### config.mk
export PLATFORM = sky130hd
export DESIGN_NAME = natural_log_series_flat
export DESIGN_NICKNAME = d
export VERILOG_FILES = /design/src/hw/rtl/nls_pkg.sv /design/src/hw/rtl/nls_in_if.sv /design/src/hw/rtl/nls_out_if.sv /design/src/hw/rtl/nls_div.sv /design/src/hw/rtl/nls_mul.sv /design/src/hw/rtl/natural_log_series.sv /design/src/flat_wrapper.sv
export SDC_FILE = /design/constraint.sdc
export NUM_CORES = 2
export LEC_CHECK = 0
export ABC_AREA = 1
export BUFFER_PORTS_ARGS = -buffer_cell sky130_fd_sc_hd__buf_4
export CAP_MARGIN = 10
export CORE_ASPECT_RATIO = 1.1
export CORE_MARGIN = 2
export CORE_UTILIZATION = 50
export CTS_CLUSTER_DIAMETER = 150
export DETAILED_ROUTE_END_ITERATION = 8
export GPL_TIMING_DRIVEN = 1
export HOLD_SLACK_MARGIN = 0.03
export PLACE_DENSITY = 0.68
export SYNTH_ARGS = -nofsm -noshare
export SYNTH_HDL_FRONTEND = slang
export SYNTH_SLANG_ARGS = --single-unit
### constraint.sdc
create_clock -name clk -period 7.2 [get_ports clk]
set_clock_uncertainty 0.15 [all_clocks]
set_input_delay 2.16 -clock clk [delete_from_list [all_inputs] [get_ports clk]]
set_output_delay 2.16 -clock clk [all_outputs]
set_load 0.03 [all_outputs]
### src/hw/rtl/nls_pkg.sv
package nls_pkg;

  // Fixed port widths.
  localparam int XW    = 32;
  localparam int LOG_W = 32;
  localparam int CFG_W = 5;

  localparam logic [CFG_W-1:0] SERIES_TERMS_RESET = 5'd20;

  // ln 2 as unsigned Q0.64.
  localparam logic [63:0] LN2_Q64 = 64'hB172_17F7_D1CF_79AB;

  typedef struct packed {
    logic busy;
    logic done;
  } div_sts_t;

endpackage

### src/hw/rtl/nls_in_if.sv
interface nls_in_if;
  logic                   valid;
  logic                   ready;
  logic [nls_pkg::XW-1:0] x_value;

  modport source (output valid, output x_value, input ready);
  modport sink (input valid, input x_value, output ready);
endinterface

### src/hw/rtl/nls_out_if.sv
interface nls_out_if;
  logic                      valid;
  logic                      ready;
  logic [nls_pkg::LOG_W-1:0] log_value;
  logic                      input_invalid;

  modport source (output valid, output log_value, output input_invalid, input ready);
  modport sink (input valid, input log_value, input input_invalid, output ready);
endinterface

### src/hw/rtl/nls_div.sv
// Restoring divider, one quotient bit per cycle. The initial remainder must be
// below the divisor, so the quotient of (rem_init * 2^W + dividend) / divisor
// fits in W bits.
module nls_div #(
  parameter int W = 27
) (
  input  logic              clk,
  input  logic              rst_n,
  input  logic              start,
  input  logic [W+1:0]      rem_init,
  input  logic [W-1:0]      dividend,
  input  logic [W+1:0]      divisor,
  output nls_pkg::div_sts_t sts,
  output logic [W-1:0]      quotient
);

  localparam int CW = $clog2(W + 1);

  logic [W+1:0]  rem_r;
  logic [W-1:0]  dvd_r;
  logic [W+1:0]  dsr_r;
  logic [CW-1:0] cnt_r;
  logic          busy_r;
  logic          done_r;

  logic [W+2:0]  trial;
  logic          ge;
  logic [W+2:0]  diff;

  assign trial = {rem_r, dvd_r[W-1]};
  assign ge    = trial >= {1'b0, dsr_r};
  assign diff  = trial - {1'b0, dsr_r};

  always_ff @(posedge clk) begin
    if (!rst_n) begin
      busy_r <= 1'b0;
      done_r <= 1'b0;
      cnt_r  <= '0;
    end else begin
      done_r <= 1'b0;
      if (start) begin
        busy_r <= 1'b1;
        cnt_r  <= CW'(W);
      end else if (busy_r) begin
        cnt_r <= cnt_r - CW'(1);
        if (cnt_r == CW'(1)) begin
          busy_r <= 1'b0;
          done_r <= 1'b1;
        end
      end
    end
  end

  always_ff @(posedge clk) begin
    if (start) begin
      rem_r <= rem_init;
      dvd_r <= dividend;
      dsr_r <= divisor;
    end else if (busy_r) begin
      rem_r <= ge ? diff[W+1:0] : trial[W+1:0];
      dvd_r <= {dvd_r[W-2:0], ge};
    end
  end

  assign sts.busy = busy_r;
  assign sts.done = done_r;
  assign quotient = dvd_r;

endmodule

### src/hw/rtl/nls_mul.sv
// Unsigned W x W multiplier with a registered product.
module nls_mul #(
  parameter int W = 27
) (
  input  logic           clk,
  input  logic [W-1:0]   a,
  input  logic [W-1:0]   b,
  output logic [2*W-1:0] prod
);

  logic [2*W-1:0] prod_r;

  always_ff @(posedge clk) begin
    prod_r <= a * b;
  end

  assign prod = prod_r;

endmodule

### src/hw/rtl/natural_log_series.sv
// Channel   Dir  Payload                                  Handshake
// in_chan   in   x_value (Q16.16, unsigned)               valid / ready
// out_chan  out  log_value (Q4.27, signed), input_invalid valid / ready
// cfg       in   cfg_wr_data = series_terms               cfg_wr_en, no stall
//
// The bit-serial divider forms t and every term, so W, the output fraction
// bits, and the number of series terms run (at most series_terms) set the time
// from acceptance to a valid result. A zero operand goes straight to the
// result. The next transaction is taken in the idle cycle that follows. Reset
// is synchronous and clears control only.
// in_chan is ready only when the sequencer is idle; the output register lets a
// new transaction start while the previous result waits on out_chan.
module natural_log_series #(
  parameter int INPUT_FRACTION_BITS  = 16,
  parameter int OUTPUT_FRACTION_BITS = 27,
  parameter int MAX_SERIES_TERMS     = 20
) (
  input  logic                        clk,
  input  logic                        rst_n,
  input  logic                        cfg_wr_en,
  input  logic [nls_pkg::CFG_W-1:0]   cfg_wr_data,
  nls_in_if.sink                      in_chan,
  nls_out_if.source                   out_chan
);

  localparam int W  = OUTPUT_FRACTION_BITS;
  localparam int KW = $clog2(MAX_SERIES_TERMS + 1);
  localparam int RW = (W + 8 > 33) ? W + 8 : 33;

  localparam logic [W-1:0] LN2Q = W'(nls_pkg::LN2_Q64 >> (64 - W));
  localparam logic signed [RW-1:0] SAT_HI = RW'(signed'(32'h7FFF_FFFF));
  localparam logic signed [RW-1:0] SAT_LO = RW'(signed'(32'h8000_0000));

  localparam logic [3:0] S_IDLE = 4'd0;
  localparam logic [3:0] S_NORM = 4'd1;
  localparam logic [3:0] S_FDIV = 4'd2;
  localparam logic [3:0] S_TDIV = 4'd3;
  localparam logic [3:0] S_SQ   = 4'd4;
  localparam logic [3:0] S_SQW  = 4'd5;
  localparam logic [3:0] S_TM   = 4'd6;
  localparam logic [3:0] S_TMW  = 4'd7;
  localparam logic [3:0] S_NDIV = 4'd8;
  localparam logic [3:0] S_LNM  = 4'd9;
  localparam logic [3:0] S_LNW  = 4'd10;
  localparam logic [3:0] S_FIN  = 4'd11;

  logic [3:0]                  state_r, state_nxt;
  logic [nls_pkg::CFG_W-1:0]   series_terms_r;
  logic [nls_pkg::XW-1:0]      v_r;
  logic [4:0]                  lz_r;
  logic [2:0]                  step_r;
  logic signed [6:0]           m_r;
  logic [W-1:0]                t_r;
  logic [W-1:0]                tsq_r;
  logic [W-1:0]                term_r;
  logic [W:0]                  sum_r;
  logic [KW-1:0]               k_r;
  logic [nls_pkg::LOG_W-1:0]   res_log_r;
  logic                        res_inv_r;
  logic [nls_pkg::LOG_W-1:0]   out_log_r;
  logic                        out_inv_r;
  logic                        out_valid_r;

  logic                        in_acc;
  logic                        out_load;
  logic [5:0]                  amt;
  logic                        hi_zero;
  logic [KW-1:0]               lim;
  logic [W-1:0]                f_w;
  logic [6:0]                  m_abs;
  logic [W-1:0]                mul_a, mul_b;
  logic [2*W-1:0]              mul_prod;
  logic [W-1:0]                prod_hi;
  logic                        div_start;
  logic [W+1:0]                div_rem, div_dsr;
  logic [W-1:0]                div_dvd, div_q;
  nls_pkg::div_sts_t           div_sts;
  logic                        last_term;
  logic [RW-1:0]               sum2, lnp;
  logic signed [RW-1:0]        res;
  logic [nls_pkg::LOG_W-1:0]   res_sat;

  assign in_acc   = in_chan.valid && in_chan.ready;
  assign out_load = (state_r == S_FIN) && (!out_valid_r || out_chan.ready);

  // Binary search for the leading one: shifts of 16, 8, 4, 2, 1.
  assign amt     = 6'd1 << step_r;
  assign hi_zero = (v_r >> (6'd32 - amt)) == '0;
  assign f_w     = v_r[30 -: W];

  assign lim = ({1'b0, series_terms_r} > 6'(MAX_SERIES_TERMS)) ?
               KW'(MAX_SERIES_TERMS) : KW'(series_terms_r);

  assign m_abs   = m_r[6] ? 7'(-m_r) : 7'(m_r);
  assign prod_hi = mul_prod[2*W-1:W];

  always_comb begin
    case (state_r)
      S_TM: begin
        mul_a = term_r;
        mul_b = tsq_r;
      end
      S_LNM: begin
        mul_a = W'(m_abs);
        mul_b = LN2Q;
      end
      default: begin
        mul_a = t_r;
        mul_b = t_r;
      end
    endcase
  end

  // t = (f << W) / (2^(W+1) + f) starts from remainder f; the terms from zero.
  always_comb begin
    div_start = 1'b0;
    div_rem   = '0;
    div_dvd   = prod_hi;
    div_dsr   = (W+2)'({k_r, 1'b1});
    if (state_r == S_FDIV) begin
      div_start = !div_sts.busy;
      div_rem   = {2'b00, f_w};
      div_dvd   = '0;
      div_dsr   = {2'b10, f_w};
    end else if (state_r == S_TMW) begin
      div_start = !div_sts.busy;
    end
  end

  assign last_term = (div_q == '0) || (k_r == lim);

  assign sum2 = RW'({sum_r, 1'b0});
  assign lnp  = RW'(mul_prod[W+5:0]);
  assign res  = m_r[6] ? signed'(sum2 - lnp) : signed'(sum2 + lnp);

  always_comb begin
    if (res > SAT_HI) begin
      res_sat = SAT_HI[nls_pkg::LOG_W-1:0];
    end else if (res < SAT_LO) begin
      res_sat = SAT_LO[nls_pkg::LOG_W-1:0];
    end else begin
      res_sat = res[nls_pkg::LOG_W-1:0];
    end
  end

  always_comb begin
    state_nxt = state_r;
    case (state_r)
      S_IDLE: begin
        if (in_acc) begin
          state_nxt = (in_chan.x_value == '0) ? S_FIN : S_NORM;
        end
      end
      S_NORM: begin
        if (step_r == 3'd0) begin
          state_nxt = S_FDIV;
        end
      end
      S_FDIV: state_nxt = S_TDIV;
      S_TDIV: begin
        if (div_sts.done) begin
          state_nxt = S_SQ;
        end
      end
      S_SQ:   state_nxt = S_SQW;
      S_SQW:  state_nxt = (lim == '0) ? S_LNM : S_TM;
      S_TM:   state_nxt = S_TMW;
      S_TMW:  state_nxt = S_NDIV;
      S_NDIV: begin
        if (div_sts.done) begin
          state_nxt = last_term ? S_LNM : S_TM;
        end
      end
      S_LNM:  state_nxt = S_LNW;
      S_LNW:  state_nxt = S_FIN;
      S_FIN: begin
        if (out_load) begin
          state_nxt = S_IDLE;
        end
      end
      default: state_nxt = S_IDLE;
    endcase
  end

  always_ff @(posedge clk) begin
    if (!rst_n) begin
      state_r        <= S_IDLE;
      series_terms_r <= nls_pkg::SERIES_TERMS_RESET;
      out_valid_r    <= 1'b0;
    end else begin
      state_r <= state_nxt;
      if (cfg_wr_en) begin
        series_terms_r <= cfg_wr_data;
      end
      if (out_load) begin
        out_valid_r <= 1'b1;
      end else if (out_chan.ready) begin
        out_valid_r <= 1'b0;
      end
    end
  end

  always_ff @(posedge clk) begin
    case (state_r)
      S_IDLE: begin
        v_r       <= in_chan.x_value;
        lz_r      <= '0;
        step_r    <= 3'd4;
        res_log_r <= '0;
        res_inv_r <= 1'b1;
      end
      S_NORM: begin
        if (hi_zero) begin
          v_r  <= v_r << amt;
          lz_r <= lz_r + amt[4:0];
        end
        step_r <= step_r - 3'd1;
      end
      S_FDIV: begin
        m_r <= signed'(7'(5'd31 - lz_r)) - 7'(INPUT_FRACTION_BITS);
      end
      S_TDIV: begin
        t_r <= div_q;
      end
      S_SQW: begin
        tsq_r  <= prod_hi;
        term_r <= t_r;
        sum_r  <= {1'b0, t_r};
        k_r    <= KW'(1);
      end
      S_TMW: begin
        term_r <= prod_hi;
      end
      S_NDIV: begin
        if (div_sts.done) begin
          sum_r <= sum_r + (W+1)'(div_q);
          k_r   <= k_r + KW'(1);
        end
      end
      S_LNW: begin
        res_log_r <= res_sat;
        res_inv_r <= 1'b0;
      end
      default: begin
      end
    endcase
    if (out_load) begin
      out_log_r <= res_log_r;
      out_inv_r <= res_inv_r;
    end
  end

  nls_div #(.W(W)) u_div (
    .clk      (clk),
    .rst_n    (rst_n),
    .start    (div_start),
    .rem_init (div_rem),
    .dividend (div_dvd),
    .divisor  (div_dsr),
    .sts      (div_sts),
    .quotient (div_q)
  );

  nls_mul #(.W(W)) u_mul (
    .clk  (clk),
    .a    (mul_a),
    .b    (mul_b),
    .prod (mul_prod)
  );

  assign in_chan.ready          = (state_r == S_IDLE);
  assign out_chan.valid         = out_valid_r;
  assign out_chan.log_value     = out_log_r;
  assign out_chan.input_invalid = out_inv_r;

endmodule

### src/flat_wrapper.sv
// flat-port wrapper written by rule: the top's interface ports become plain ports
module natural_log_series_flat 
#(
  parameter int INPUT_FRACTION_BITS  = 16,
  parameter int OUTPUT_FRACTION_BITS = 27,
  parameter int MAX_SERIES_TERMS     = 20
)
  (clk, rst_n, cfg_wr_en, cfg_wr_data, in_chan_valid, in_chan_x_value, in_chan_ready, out_chan_valid, out_chan_log_value, out_chan_input_invalid, out_chan_ready);
  nls_in_if in_chan_i ();
  nls_out_if out_chan_i ();
  input  logic clk;
  input  logic rst_n;
  input  logic cfg_wr_en;
  input  logic [nls_pkg::CFG_W-1:0] cfg_wr_data;
  input wire logic [$bits(in_chan_i.valid)-1:0] in_chan_valid;
  input wire logic [$bits(in_chan_i.x_value)-1:0] in_chan_x_value;
  output wire logic [$bits(in_chan_i.ready)-1:0] in_chan_ready;
  output wire logic [$bits(out_chan_i.valid)-1:0] out_chan_valid;
  output wire logic [$bits(out_chan_i.log_value)-1:0] out_chan_log_value;
  output wire logic [$bits(out_chan_i.input_invalid)-1:0] out_chan_input_invalid;
  input wire logic [$bits(out_chan_i.ready)-1:0] out_chan_ready;
  assign in_chan_i.valid = in_chan_valid;
  assign in_chan_i.x_value = in_chan_x_value;
  assign in_chan_ready = in_chan_i.ready;
  assign out_chan_valid = out_chan_i.valid;
  assign out_chan_log_value = out_chan_i.log_value;
  assign out_chan_input_invalid = out_chan_i.input_invalid;
  assign out_chan_i.ready = out_chan_ready;
  natural_log_series #(.INPUT_FRACTION_BITS(INPUT_FRACTION_BITS), .OUTPUT_FRACTION_BITS(OUTPUT_FRACTION_BITS), .MAX_SERIES_TERMS(MAX_SERIES_TERMS)) u_core (.clk(clk), .rst_n(rst_n), .cfg_wr_en(cfg_wr_en), .cfg_wr_data(cfg_wr_data), .in_chan(in_chan_i), .out_chan(out_chan_i));
endmodule
# Word-level counts from Yosys, hierarchy flattened
# Cells that the tools add are included.
[word_totals] input_bits=42 elab_cells=135 out_inout_bits=35 register_bits=383
[classes] shift=3 muxes=46 reduce_logical=23 bitwise=2 mul=1 order_cmp=4 n_addsub=12 eq_ne=19
[ops] op="$pmux 27 s2" n=3
[ops] op="$pmux 32 s2" n=2
[ops] op="$mux 29" n=4
[ops] op="$mux 27" n=4
[ops] op="$mux 32" n=3
[ops] op="$logic_not 32->1" n=2
[ops] op="$pmux 28 s2" n=1
[ops] op="$mul 27x27->54" n=1
[ops] op="$pmux 4 s12" n=1
[ops] op="$gt 35x32->1 const B" n=1
[ops] op="$lt 35x32->1 const B" n=1
[ops] op="$mux 35" n=1
[ops] op="$add 29x33->34" n=1
[ops] op="$sub 29x33->34" n=1
[ops] op="$mux 4" n=8
[ops] op="$shl 32x6->32" n=1
[ops] op="$shr 32x6->32" n=1
[ops] op="$ge 30x29->1" n=1
[ops] op="$sub 29x29->29" n=1
[ops] op="$add 28x27->28" n=1
[ops] op="$mux 28" n=1
[ops] op="$logic_not 27->1" n=1
[ops] op="$mux 5" n=5
[ops] op="$pmux 5 s2" n=2
[ops] op="other kinds (34)" n=62

# Logic depth before layout (Yosys ltp)
[depth] depth_word=7 ltp_mapped=40 ltp_nobuf=39

# Modules after synthesis
# A second synthesis with hierarchy kept.
[hier_totals] cells_unflattened=7125 hier_area_um2=51719.6
[by_module_without_submodules] mod="nls_mul" cells_per_inst=3645 seq_area_each_um2=1081.0 area_each_um2=26890.8 instances=1
[by_module_without_submodules] mod="natural_log_series" cells_per_inst=2626 seq_area_each_um2=6956.7 area_each_um2=18475.2 instances=1
[by_module_without_submodules] mod="nls_div" cells_per_inst=854 seq_area_each_um2=2692.6 area_each_um2=6353.6 instances=1

# Least setup slack after synthesis
# Ideal clock, no wire load.
[synth_path] path_type="reg-to-reg" start="register u_core.state_r[2]" end="register u_core.u_mul.prod_r[43], in the netlist u_core.u_mul.prod[43]" synth_period_minus_slack_ns=7.274 required_time_ns=6.978 path_slack_ns=-0.074 stages_incl_launch_ff=35 path_buffers=3 arrival_ns=7.052 setup_ns=0.072 path_cell_list="dfxtp_1 inv_1 nor2_1 inv_1 nor2_8 inv_2 buf_2 buf_4 o22ai_4 buf_4 nand2_1 fa_1 inv_1 fa_1 inv_1 fa_1 inv_1 fa_1 inv_1 fa_1 inv_1 fa_1 inv_1 fa_1 inv_1 ha_1 nand2_1 nor2_1 nand2_1 nor4_1 nand2_1 o211ai_1 a21boi_0 o21ai_0 xor2_1"
[synth_via] elab_chain_cells=3 word_cells_on_any_way=5 classes_between="mul (1); eq/ne (2); mux (2)"
[synth_rtl] item="start: declaration" line="natural_log_series.sv:47" source="logic [3:0] state_r, state_nxt;"
[synth_rtl] item="start signal: assignment" line="natural_log_series.sv:191" source="state_r <= state_nxt;"
[synth_rtl] item="$eq 4x4->1 / $eq 4x3->1 (equally long branches)" line="natural_log_series.sv:98" source="case (state_r)"
[synth_rtl] item="$pmux 27 s2" line="natural_log_series.sv:98"
[synth_rtl] item="$mul 27x27->54 *" line="nls_mul.sv:14" source="prod_r <= a * b;"
[synth_rtl] item="end signal: assignment" line="nls_mul.sv:14"
[synth_rtl] item="end: declaration" line="nls_mul.sv:11" source="logic [2*W-1:0] prod_r;"
# Every way passes the cells marked *; elsewhere a longest branch is shown, timed or not.
# A chain may end at the register's enable or synchronous reset.

# Worst setup path in the final report
[layout_path] start="register u_core.state_r[3]" end="register u_core.u_mul.prod_r[47], in the netlist u_core.u_mul.prod[47]"
# Same word-level chain as after synthesis.

==> run summary <==
For the number of primary I/O pins, the log shows 77. Clock tree synthesis found a total of 380 sinks. Maximum number of pins on one net before global-route repair: 58.

For this run, the number of Yosys warnings is 0. The run gives 0 as the number of buffers added to fix hold violations after cts. The die covers 98,300 um2. Setup repair after global routing could not meet its margin everywhere. The number of global-route vias before repair is 43,696.

The run gives 259 mm as the first-pass GRT wire length. The layout-stage area growth over the synthesis result is 20.6%, and the total cell area at the placement stage is 53,400 um2. At the worst endpoint, the required time is 7.57 ns. The placeable core region came out at 95,300 um2.

The part of the cycle the worst path needs is 104%, and the distinct cell type count after synthesis is 62. The final standard cell area without fillers is 57,800 um2. The worst setup path is of the register to register kind.

The floorplan has 119 rows. The overall die width was 299 um. The routed design has 169 mm of wire. For the initial core utilization, the log shows 50.2%. Measured along the y axis, the die boundary spans 329 um. The worst-path cell with the longest stage delay is fa_1.

The final hold violation count is 0, and the shortest clock period the worst path allows after layout is 7.50 ns. The total overflow left after global routing is 0. The tools report the clock root buffer master as clkbuf_16. Data arrives at the worst endpoint at 7.87 ns. The H-tree level count was 2. Setup violations remaining at the end of the flow were counted as 30. The final layout net count is 7,488, and the achievable frequency is 133 MHz. The summed instance area of the synthesized netlist is 47,900 um2. The violation count after the first detailed-route iteration is 3,866, and the buffer levels on the longest clock path is 3. The final weighted congestion in routability-driven placement is 1.01.

Buffers placed on the I/O ports in this run total 76. The clock input transition at the sequential cells of the worst setup and hold paths was 0.08 ns. The run gives 136 mm as the detailed placer's ending HPWL. Of all cell types, the one taking the most synthesized area is fa_1. The synthesized instance count came out at 5,981. The launching element type of the critical path was a register.

The share of synthesized area occupied by flip-flops and latches came out at 22.3%. The number of nets in the synthesized netlist is 6,970. Fill cells in the final layout number 8,320. The run gives 42,773 as the total number of vias.

The most used cell along the critical path was fa_1. For the pin with the worst max-slew slack, the measured transition is 1.14 ns. The worst slew slack as a fraction of its limit came out at 24.1%.

The run gives 9 as the initial antenna violation count. The category of the worst setup path capture point was a register. In the final routed layout, each cell accounts on average for 21.7 um. The post-route netlist has 16.9% of its cells at a drive strength greater than 1.

TritonCTS built the clock tree. The top fanout value on the critical path works out to 5. In the routed design, unresolved DRC markers number 0.

Sorting the synthesized cells by area gives the leading types as fa_1 26%, edfxtp_1 19%, nand2_1 12%. The library cells used most frequently in the layout, excluding fill and tap cells, are 1,436 x nand2_1, 1,200 x inv_1, 608 x fa_1. The number of flip-flops and latches in the synthesized netlist was 380. The setup slack of the critical path after layout was -0.302 ns. On the worst path, the slowest cell contributes a delay of 0.56 ns. The final reports fail on negative setup slack.

Summed over its instances, the top area cell type makes up 26.3% of the synthesized netlist area. The number of slew-limit violations in the final report was 0; the ratio of routed vias to standard cells was 5.48. The flow ran to the end, but the final reports show violations. Classification of the worst-slack hold path: register to register.

The most used flip-flop cell after synthesis is edfxtp_1. For the residual antenna-violating net count after detailed routing, the log shows 0. Before antenna repair, the detailed router went through 6 iterations. Mean post-synth cell area: 8.01 um2. Max-cap violations in this run came to 0. The total routing resource utilization after global routing was 34.9%.

The insertion delay to the later sink of the worst-skew pair came out at 0.62 ns. The number of buffers created by CTS was 44; the number of enable-type register cells in the synthesized netlist was 309. Leaving out fill and tap cells, the most frequent cell in the layout is nand2_1. At the end of the flow the core is filled with cells to 60.6%. Of all flip-flops after synthesis, the portion carrying an async set or reset was 0%.
==> registers in the layout, summed over array words and instances, names as in the netlist, 3 cells and up <==
register	count
u_core.out_chan.log_value	32
u_core.u_div.rem_r	29
u_core.u_div.dsr_r	28
u_core.tsq_r	27
u_core.sum_r	28
u_core.u_mul.prod	54
u_core.state_r	4
u_core.lz_r	5
u_core.term_r	27
u_core.step_r	3
u_core.u_div.quotient	27
u_core.k_r	5
u_core.m_r	5
u_core.u_div.cnt_r	5
u_core.series_terms_r	5
u_core.res_log_r	32
u_core.v_r	32
u_core.t_r	27
==> metrics by stage <==
step	instances	TNS [ns]	hold WS [ns]	setup slack, ns
after floorplan	5981	0	0.250	0.0630
after global placement	7590	-9.16	0.254	-0.464
after detailed placement	7590	-12.31	0.257	-0.633
after CTS	7791	-1.36	0.271	-0.155
after global routing	7805	-12.55	0.278	-0.539
final	7806	-5.15	0.269	-0.302
==> metal layers <==
metal	track usage (%)	vias up	share of wire [%]
met3	6.96	502	8.1
met2	57.9	1856	47
met5	0	-	0.043
met4	19.9	10	7.0
met1	42.5	20797	38
li1	-	19608	-
==> final timing paths <==
path	startpoint	to	slack, ns	depth (start not counted)
setup reg to reg	u_core.state_r[3]	u_core.u_mul.prod[47]	-0.30	37
setup / recovery	u_core.state_r[3]	u_core.u_mul.prod[47]	-0.30	37
hold reg to reg	u_core.res_log_r[4]	u_core.out_chan.log_value[4]	0.27	0
hold / removal	u_core.res_log_r[4]	u_core.out_chan.log_value[4]	0.27	0
==> logic make-up (layout without fill, tap and decap cells) <==
logic type,Yosys count,after routing,synth area share [%]
buf+inv,1476,2030,12.1
mux,4,4,0.0836
simple gates,2246,2246,18.8
fa+ha+maj,947,947,34.6
flops,380,380,22.3
compound gates,819,819,10.0
xor+xnor,109,109,1.99
other cells,0,1,0
==> critical path: cells and delay by family (launching register included) <==
family / cells / cell delay, ns
buffers and inverters: 12 / 1.32
and+or+nand+nor: 14 / 1.47
adders and majority gates: 8 / 3.72
DFF: 1 / 0.33
AOI/OAI and AO/OA: 3 / 0.40
==> final cells by class <==
type	count	area, um2	area share, %
Tap cell	1270	1590	2.75
Inverter	1269	4800	8.31
Multi-Input combinational cell	4125	32800	56.8
Sequential cell	380	10700	18.5
Timing Repair Buffer	679	6380	11.0
Antenna cell	1	2.50	0.00433
Clock inverter	30	353	0.611
Clock buffer	52	1130	1.96
==> repair_timing <==
action	in CTS	in global routing
cloned	6	0
pin swaps	112	35
buffers inserted	115	14
resized for setup	309	53
setup endpoints to repair	38	38
endpoints found under the hold margin	0	0
==> synth_stat cells (5+ instances only) <==
master and n:
o21ai_0 329, nor2_1 451, a31oi_1 23, dfxtp_1 71
nor4_1 29, fa_1 629, nand4_1 24, a21oi_2 8
o211ai_1 18, xor2_1 73, nand2_2 6, and2_1 5
nor3_1 36, o22ai_4 7, and3_1 8, buf_1 8
or2_2 15, buf_6 9, buf_2 101, o22ai_2 23
o31ai_1 6, o21ai_1 26, a32o_1 8, o22ai_1 28
edfxtp_1 309, a211oi_1 5, a21oi_1 265, inv_2 19
a21o_1 15, o21bai_1 18, xnor2_1 36, o221ai_1 5
buf_4 16, o21a_1 12, inv_1 1245, nand3b_1 7
nand2_1 1471, ha_1 318, a21boi_0 6, clkbuf_1 72
nor2_2 7, nand3_1 179
Power is not shown: default switching activity piles up to over one toggle a cycle in this logic, so the estimate is an artifact.
